## src/sv/osk_pkg.sv

```systemverilog
// shared types and constants for the offset sorted set
package osk_pkg;

  localparam int CAPACITY_DEFAULT = 1024;
  localparam int VAL_W    = 43;   // stored value, signed
  localparam int OFS_W    = 42;   // global offset, signed
  localparam int SUM_W    = 44;   // real value before saturation
  localparam int ARG_W    = 20;
  localparam int RES_W    = 41;
  localparam int DEP_W    = 32;
  localparam int CNT_OUT_W = 11;
  localparam int RANK_W   = 21;

  localparam logic [1:0] OP_INSERT = 2'd0;
  localparam logic [1:0] OP_ADD    = 2'd1;
  localparam logic [1:0] OP_SUB    = 2'd2;
  localparam logic [1:0] OP_QUERY  = 2'd3;

  typedef enum logic [2:0] {
    CELL_HOLD,
    CELL_INSERT,
    CELL_SHIFT,
    CELL_LOAD,
    CELL_COPY
  } cell_op_t;

  typedef struct packed {
    cell_op_t                op;
    logic signed [VAL_W-1:0] s;
  } cell_ctl_t;

  typedef enum logic [1:0] {
    ST_IDLE,
    ST_EVICT,
    ST_QUERY,
    ST_FINISH
  } state_t;

endpackage

```

## src/sv/osk_cell.sv

```systemverilog
// one cell of the sorted chain: a stored value, its valid bit and a read-out copy
module osk_cell (
  input  logic                              clk,
  input  logic                              rst,
  input  osk_pkg::cell_ctl_t                ctl,
  input  logic signed [osk_pkg::VAL_W-1:0]  prev_val,
  input  logic                              prev_valid,
  input  logic                              prev_gt,
  input  logic signed [osk_pkg::VAL_W-1:0]  next_val,
  input  logic                              next_valid,
  input  logic signed [osk_pkg::VAL_W-1:0]  next_cp,
  output logic signed [osk_pkg::VAL_W-1:0]  val,
  output logic                              valid,
  output logic                              gt,
  output logic signed [osk_pkg::VAL_W-1:0]  cp
);
  import osk_pkg::*;

  // an empty cell counts as larger than anything
  assign gt = !valid || (val > ctl.s);

  always_ff @(posedge clk) begin
    if (rst) begin
      valid <= 1'b0;
    end else begin
      case (ctl.op)
        CELL_INSERT: valid <= valid | prev_valid;
        CELL_SHIFT:  valid <= next_valid;
        default:     valid <= valid;
      endcase
    end
  end

  always_ff @(posedge clk) begin
    case (ctl.op)
      CELL_INSERT: begin
        if (prev_gt) begin
          val <= prev_val;
        end else if (gt) begin
          val <= ctl.s;
        end
      end
      CELL_SHIFT: val <= next_val;
      CELL_LOAD:  cp  <= val;
      CELL_COPY:  cp  <= next_cp;
      default: ;
    endcase
  end

endmodule

```

## config.mk

```make
export PLATFORM = sky130hd
export DESIGN_NAME = osk_cell
export DESIGN_NICKNAME = d
export VERILOG_FILES = /design/src/sv/osk_pkg.sv /design/src/sv/osk_cell.sv
export SDC_FILE = /design/constraint.sdc
export NUM_CORES = 1
export LEC_CHECK = 0
export BUFFER_PORTS_ARGS = -buffer_cell sky130_fd_sc_hd__buf_2
export CAP_MARGIN = 0
export CELL_PAD_IN_SITES_DETAIL_PLACEMENT = 0
export CELL_PAD_IN_SITES_GLOBAL_PLACEMENT = 2
export CORE_MARGIN = 5
export CORE_UTILIZATION = 27
export CTS_CLUSTER_SIZE = 24
export DETAILED_ROUTE_END_ITERATION = 8
export PLACE_DENSITY_LB_ADDON = 0.1
export RECOVER_POWER = 100
export SYNTH_ARGS = -nofsm -noshare
export SYNTH_HDL_FRONTEND = slang
export SYNTH_SLANG_ARGS = --single-unit
export TNS_END_PERCENT = 10
```

## constraint.sdc

```tcl
create_clock -name clk -period 3.49 [get_ports clk]
set_input_delay 0.1745 -clock clk [delete_from_list [all_inputs] [get_ports clk]]
set_output_delay 0.1745 -clock clk [all_outputs]
set_load 0.01 [all_outputs]
```

# Word-level counts from Yosys, hierarchy flattened

Index checks and enable logic that the tools add are counted.

Flip-flop bits (word level): 87

Reductions and logical operators: 5
Equality and inequality tests: 5
Bitwise logic cells: 1
Mux-type cells: 5
Order comparisons: 1

Operators with widths:

| cell               | number |
|---|---|
| $pmux 43 s2        | 2 |
| $mux 43            | 2 |
| $gt 43x43->1       | 1 |
| $eq 3x2->1 const B | 2 |
| $reduce_bool 2->1  | 2 |
| $eq 3x1->1 const B | 1 |
| $eq 3x3->1 const B | 1 |
| $ne 3x3->1 const B | 1 |
| $pmux 1 s2         | 1 |
| $reduce_and 2->1   | 1 |
| $logic_not 1->1    | 1 |
| $logic_or 1x1->1   | 1 |
| $or 1x1->1         | 1 |

# Logic depth before layout (Yosys ltp)

Word-level depth: 5
Depth in mapped cells: 9
Mapped depth without buffers: 9

# Worst setup path before layout

No wires, ideal clock.

Path kind: register to register
Start point: reg val[42] in the netlist's numbering
End point: reg val[0] in the netlist's numbering (enable)
Cell stages (with the launch flop): 9
Required time: 3.083 ns
Buffers on the path: 0
Setup slack: 0.102 ns
Data arrival time: 2.981 ns
Path through: edfxtp_1 > ha_1 > and4_1 > nand2_1 > nor3_2 > o21ai_0 > and4_1 > a221oi_2 > o31a_1

Word-level cells in the longest chain between the ends: 4

Ends and longest elaborated chain:

| item                              | line           | source |
|---|---|---|
| start: declaration                | osk_cell.sv:12 | `output logic signed [osk_pkg::VAL_W-1:0] val,` |
| start signal: assignment          | osk_cell.sv:38 | `val <= prev_val;` |
| start signal: assignment          | osk_cell.sv:40 | `val <= ctl.s;` |
| start signal: assignment          | osk_cell.sv:43 | `CELL_SHIFT: val <= next_val;` |
| $gt 43x43->1                      | osk_cell.sv:20 | `assign gt = !valid \|\| (val > ctl.s);` |
| $logic_or 1x1->1                  | osk_cell.sv:20 |  |
| net gt                            | osk_cell.sv:14 | `output logic gt,` |
| $ne 3x3->1 (no source line)       | --             |  |
| $reduce_and 2->1 (no source line) | --             |  |

The timed path passes the listed nets, and every way through them passes these cells.
A chain may end at the register's enable or synchronous reset.

# Worst setup path after layout

Start point: reg val[42] in the netlist's numbering
End point: reg val[3] in the netlist's numbering (enable)

Word-level cells in the longest chain between the ends: 4

Ends and longest elaborated chain:

| item                              | line |
|---|---|
| $gt 43x43->1                      | osk_cell.sv:20 |
| $logic_or 1x1->1                  | osk_cell.sv:20 |
| $ne 3x3->1 (no source line)       | -- |
| $reduce_and 2->1 (no source line) | -- |

No other way between the ends.

==> summary.md <==
| Metric | Value |
|---|---|
| Status | finished, violations left |
| Failing checks | max-capacitance violations, max-slew violations |
| Final Skew | 0.00904 ns |
| Mean Syn Cell Area | 11.5 um^2 |
| CP Capture Type | flip-flop |
| Tcrit/Tclk final | 0.859 |
| Startpoint types | flip-flop |
| DPL Wire Length | 13800 um |
| Kind of critical path | reg2reg |
| Leakage power | 3.05 nW |
| Clk sinks | 87 |
| Ys async rst share | 0 |
| Die ar. | 0.0220 mm^2 |
| Clock Tree Root | clkbuf_16 |
| Max VDD drop | 0.204 mV |
| Sequential area share after synthesis | 0.503 |
| Synth Register Bits | 87 |
| Total clock buffers created by CTS | 9 |
| Max Root-Sink Buffers | 2 |
| Synth area leader | edfxtp_1 |
| Crit Path Max Fanout | 30 |
| DRT iter0 DRCs | 155 |
| Actual slew at the worst max-slew pin | 2.36 ns |
| Clock transition at path regs | 0.07 ns |
| Predominant post-synthesis flop cell | edfxtp_1 |
| Slew headroom | -0.573 |
| # Max-Cap Violations | 3 |
| Sequential power share | 0.452 |
| Worst hold slack | 0.110 ns |
| IO Port Bufs | 267 |
| Die height | 148 um |
| Row count | 50 |
| Synthesized instance count | 448 |
| GP Congestion | 0.781 |
| Vias per inst | 4.58 |
| Area share of the largest cell type after synthesis | 0.499 |
| Largest net degree at the start of global routing | 53 |
| Setup TNS | 0 ns |
| Net Switching | 0.000729 W |
| Starting Density | 0.276 |
| PostCTS Resize Cnt | 0 |
| Worst Hold Class | in2reg |
| Setup violators final | 0 |
| Sw frac | 0.258 |
| Num ports | 268 |
| Post-route DRC violation count | 0 |
| Wire per inst | 18.2 um |
| ANT nets after route | 0 |
| Tmin final | 3.00 ns |
| Nets | 941 |
| Fmax | 333 MHz |
| Clock Power Share | 0.371 |
| Final max-slew violation count | 107 |
| Routed vias | 4389 |
| Overflow after GRT | 0 |
| Post-synth EDFFs | 86 |
| Synth-to-layout area growth | 35.4% |
| Combinational share of power | 0.177 |
| GRT Total Usage | 0.155 |
| Final WL | 17500 um |
| CTS tree | yes |
| Req. time, crit path | 3.47 ns |
| Filler-free cell count of the finished design | 958 |
| PwrDens | 403 mW/mm^2 |
| First drt pass iteration count | 4 |
| Critical Path AT | 2.98 ns |
| Placed Cells | 940 |
| Unique cell type count in the Yosys netlist | 35 |
| Global-route wire length before repair | 26200 um |
| Syn. warnings | 0 |
| Vias in the first global route | 4776 |
| H-tree depth | 3 |
| Initial antenna violation count | 4 |
| Synthesized area | 0.00517 mm^2 |
| Clk_lat worst skew | 0.34 ns |
| Final core utilization | 0.373 |
| Synth top area cells | edfxtp_1, ha_1, mux2_2, mux2i_1, o21ai_0 |
| Mapped Nets | 671 |
| Core area | 0.0188 mm^2 |
| RSZ-0062 raised after global routing | false |
| Die Width | 148 um |
| Final hold vios | 0 |
| Int Power | 0.00210 W |
| Share of layout cells above drive strength 1 | 0.337 |
-- power groups by stage --
stage / registers, W / clock network, W / logic (W)
final: 0.00128 / 0.00105 / 0.000499
after CTS: 0.00127 / 0.00109 / 0.000534
after global placement: 0.00130 / 0 / 0.000529
after floorplan: 0.00132 / 0 / 0.000233
after detailed placement: 0.00130 / 0 / 0.000529
after global routing: 0.00128 / 0.00113 / 0.000568
-- path summary, 6_finish.rpt --
path | from | endpoint | slack (ns) | cells after the start
min | next_val[31] | val[31] | 0.11 | 3
max reg2reg | val[42] | val[3] | 0.49 | 9
max | val[42] | val[3] | 0.49 | 9
min reg2reg | valid | valid | 0.56 | 2
-- worst max-delay path: stages, from the launching register on --
cell and delay, ns:
edfxtp_1 0.41, ha_1 0.33, and4_1 0.23, nand2_1 0.12
nor3_2 0.22, o21ai_0 0.13, and4_1 0.22, a221oi_1 0.33
o31a_2 0.19, clkbuf_4 0.45
-- area by class of cell --
class	count	area [um^2]
fill	2013	11800
sequential	87	2600
multi-input combinational	296	2310
timing repair buffer	279	1310
tap	234	293
clock buffer	10	229
inverter	45	169
clock inverter	6	85.1
antenna	1	2.50
-- cell usage in the layout, fill, tap and decap left out, types with 2 or more instances in the layout --
| master | synthesis | final |
|---|---|---|
| nor4_1 | 2 | 2 |
| clkbuf_1 | 11 | 95 |
| nand2_1 | 53 | 53 |
| mux2i_1 | 43 | 43 |
| nand4_1 | 7 | 7 |
| a21oi_1 | 13 | 13 |
| ha_1 | 43 | 43 |
| buf_2 | 9 | 177 |
| buf_4 | 0 | 4 |
| a211oi_1 | 3 | 3 |
| nand3_1 | 6 | 6 |
| edfxtp_1 | 86 | 86 |
| a21boi_0 | 2 | 2 |
| clkinv_2 | 0 | 2 |
| mux2_2 | 42 | 41 |
| inv_1 | 45 | 45 |
| bufinv_16 | 0 | 2 |
| clkbuf_16 | 0 | 9 |
| and4_1 | 2 | 2 |
| a21o_1 | 6 | 6 |
| nor2b_1 | 2 | 2 |
| o31ai_1 | 2 | 2 |
| nor2_1 | 9 | 9 |
| clkinvlp_4 | 0 | 2 |
| o21ai_0 | 47 | 47 |
-- through the flow --
stage               setup WS [ns]  total power, W  cell area [um^2]
detailed placement          0.598         0.00183              6840
CTS                         0.566         0.00290              7160
floorplan                   0.102         0.00156              5170
global route                0.274         0.00298              7000
global placement            0.621         0.00182              6840
finish                      0.491         0.00282              7000
-- kinds of logic after synthesis --
| logic type | share of synthesized area |
|---|---|
| buf+inv | 0.0493 |
| simple gates | 0.0755 |
| fa+ha+maj | 0.104 |
| xor+xnor | 0.00169 |
| flops | 0.503 |
| compound gates | 0.0919 |
| mux | 0.175 |
-- sequential cells by signal, summed over array words and instances (netlist names) --
name	cells
valid	1
val	43
cp	43
-- repair_timing --
item / in CTS / in global routing
setup endpoints to repair: 0 / 0
endpoints found under the hold margin: 1 / 0
setup buffers: 0 / 0
hold buffers: 1 / 0
-- synth_stat cells (2+ instances only) --
cell / count
and4_1: 2
nor4_1: 2
mux2i_1: 43
nand2_1: 53
o21ai_0: 47
nand4_1: 7
nor2b_1: 2
ha_1: 43
edfxtp_1: 86
a21o_1: 6
o31ai_1: 2
buf_2: 9
a21boi_0: 2
nand3_1: 6
clkbuf_1: 11
a21oi_1: 13
nor2_1: 9
inv_1: 45
mux2_2: 42
a211oi_1: 3
-- metal layers --
| layer | global-route usage | vias to the layer above | wire length [um] |
|---|---|---|---|
| met1 | 0.187 | 2022 | 7400 |
| met5 | 0 | - | 44 |
| met2 | 0.261 | 156 | 8320 |
| met3 | 0.0533 | 18 | 1460 |
| met4 | 0.0462 | 8 | 225 |
| li1 | - | 2185 | - |
No activity file was read; power rests on OpenSTA's default activity.
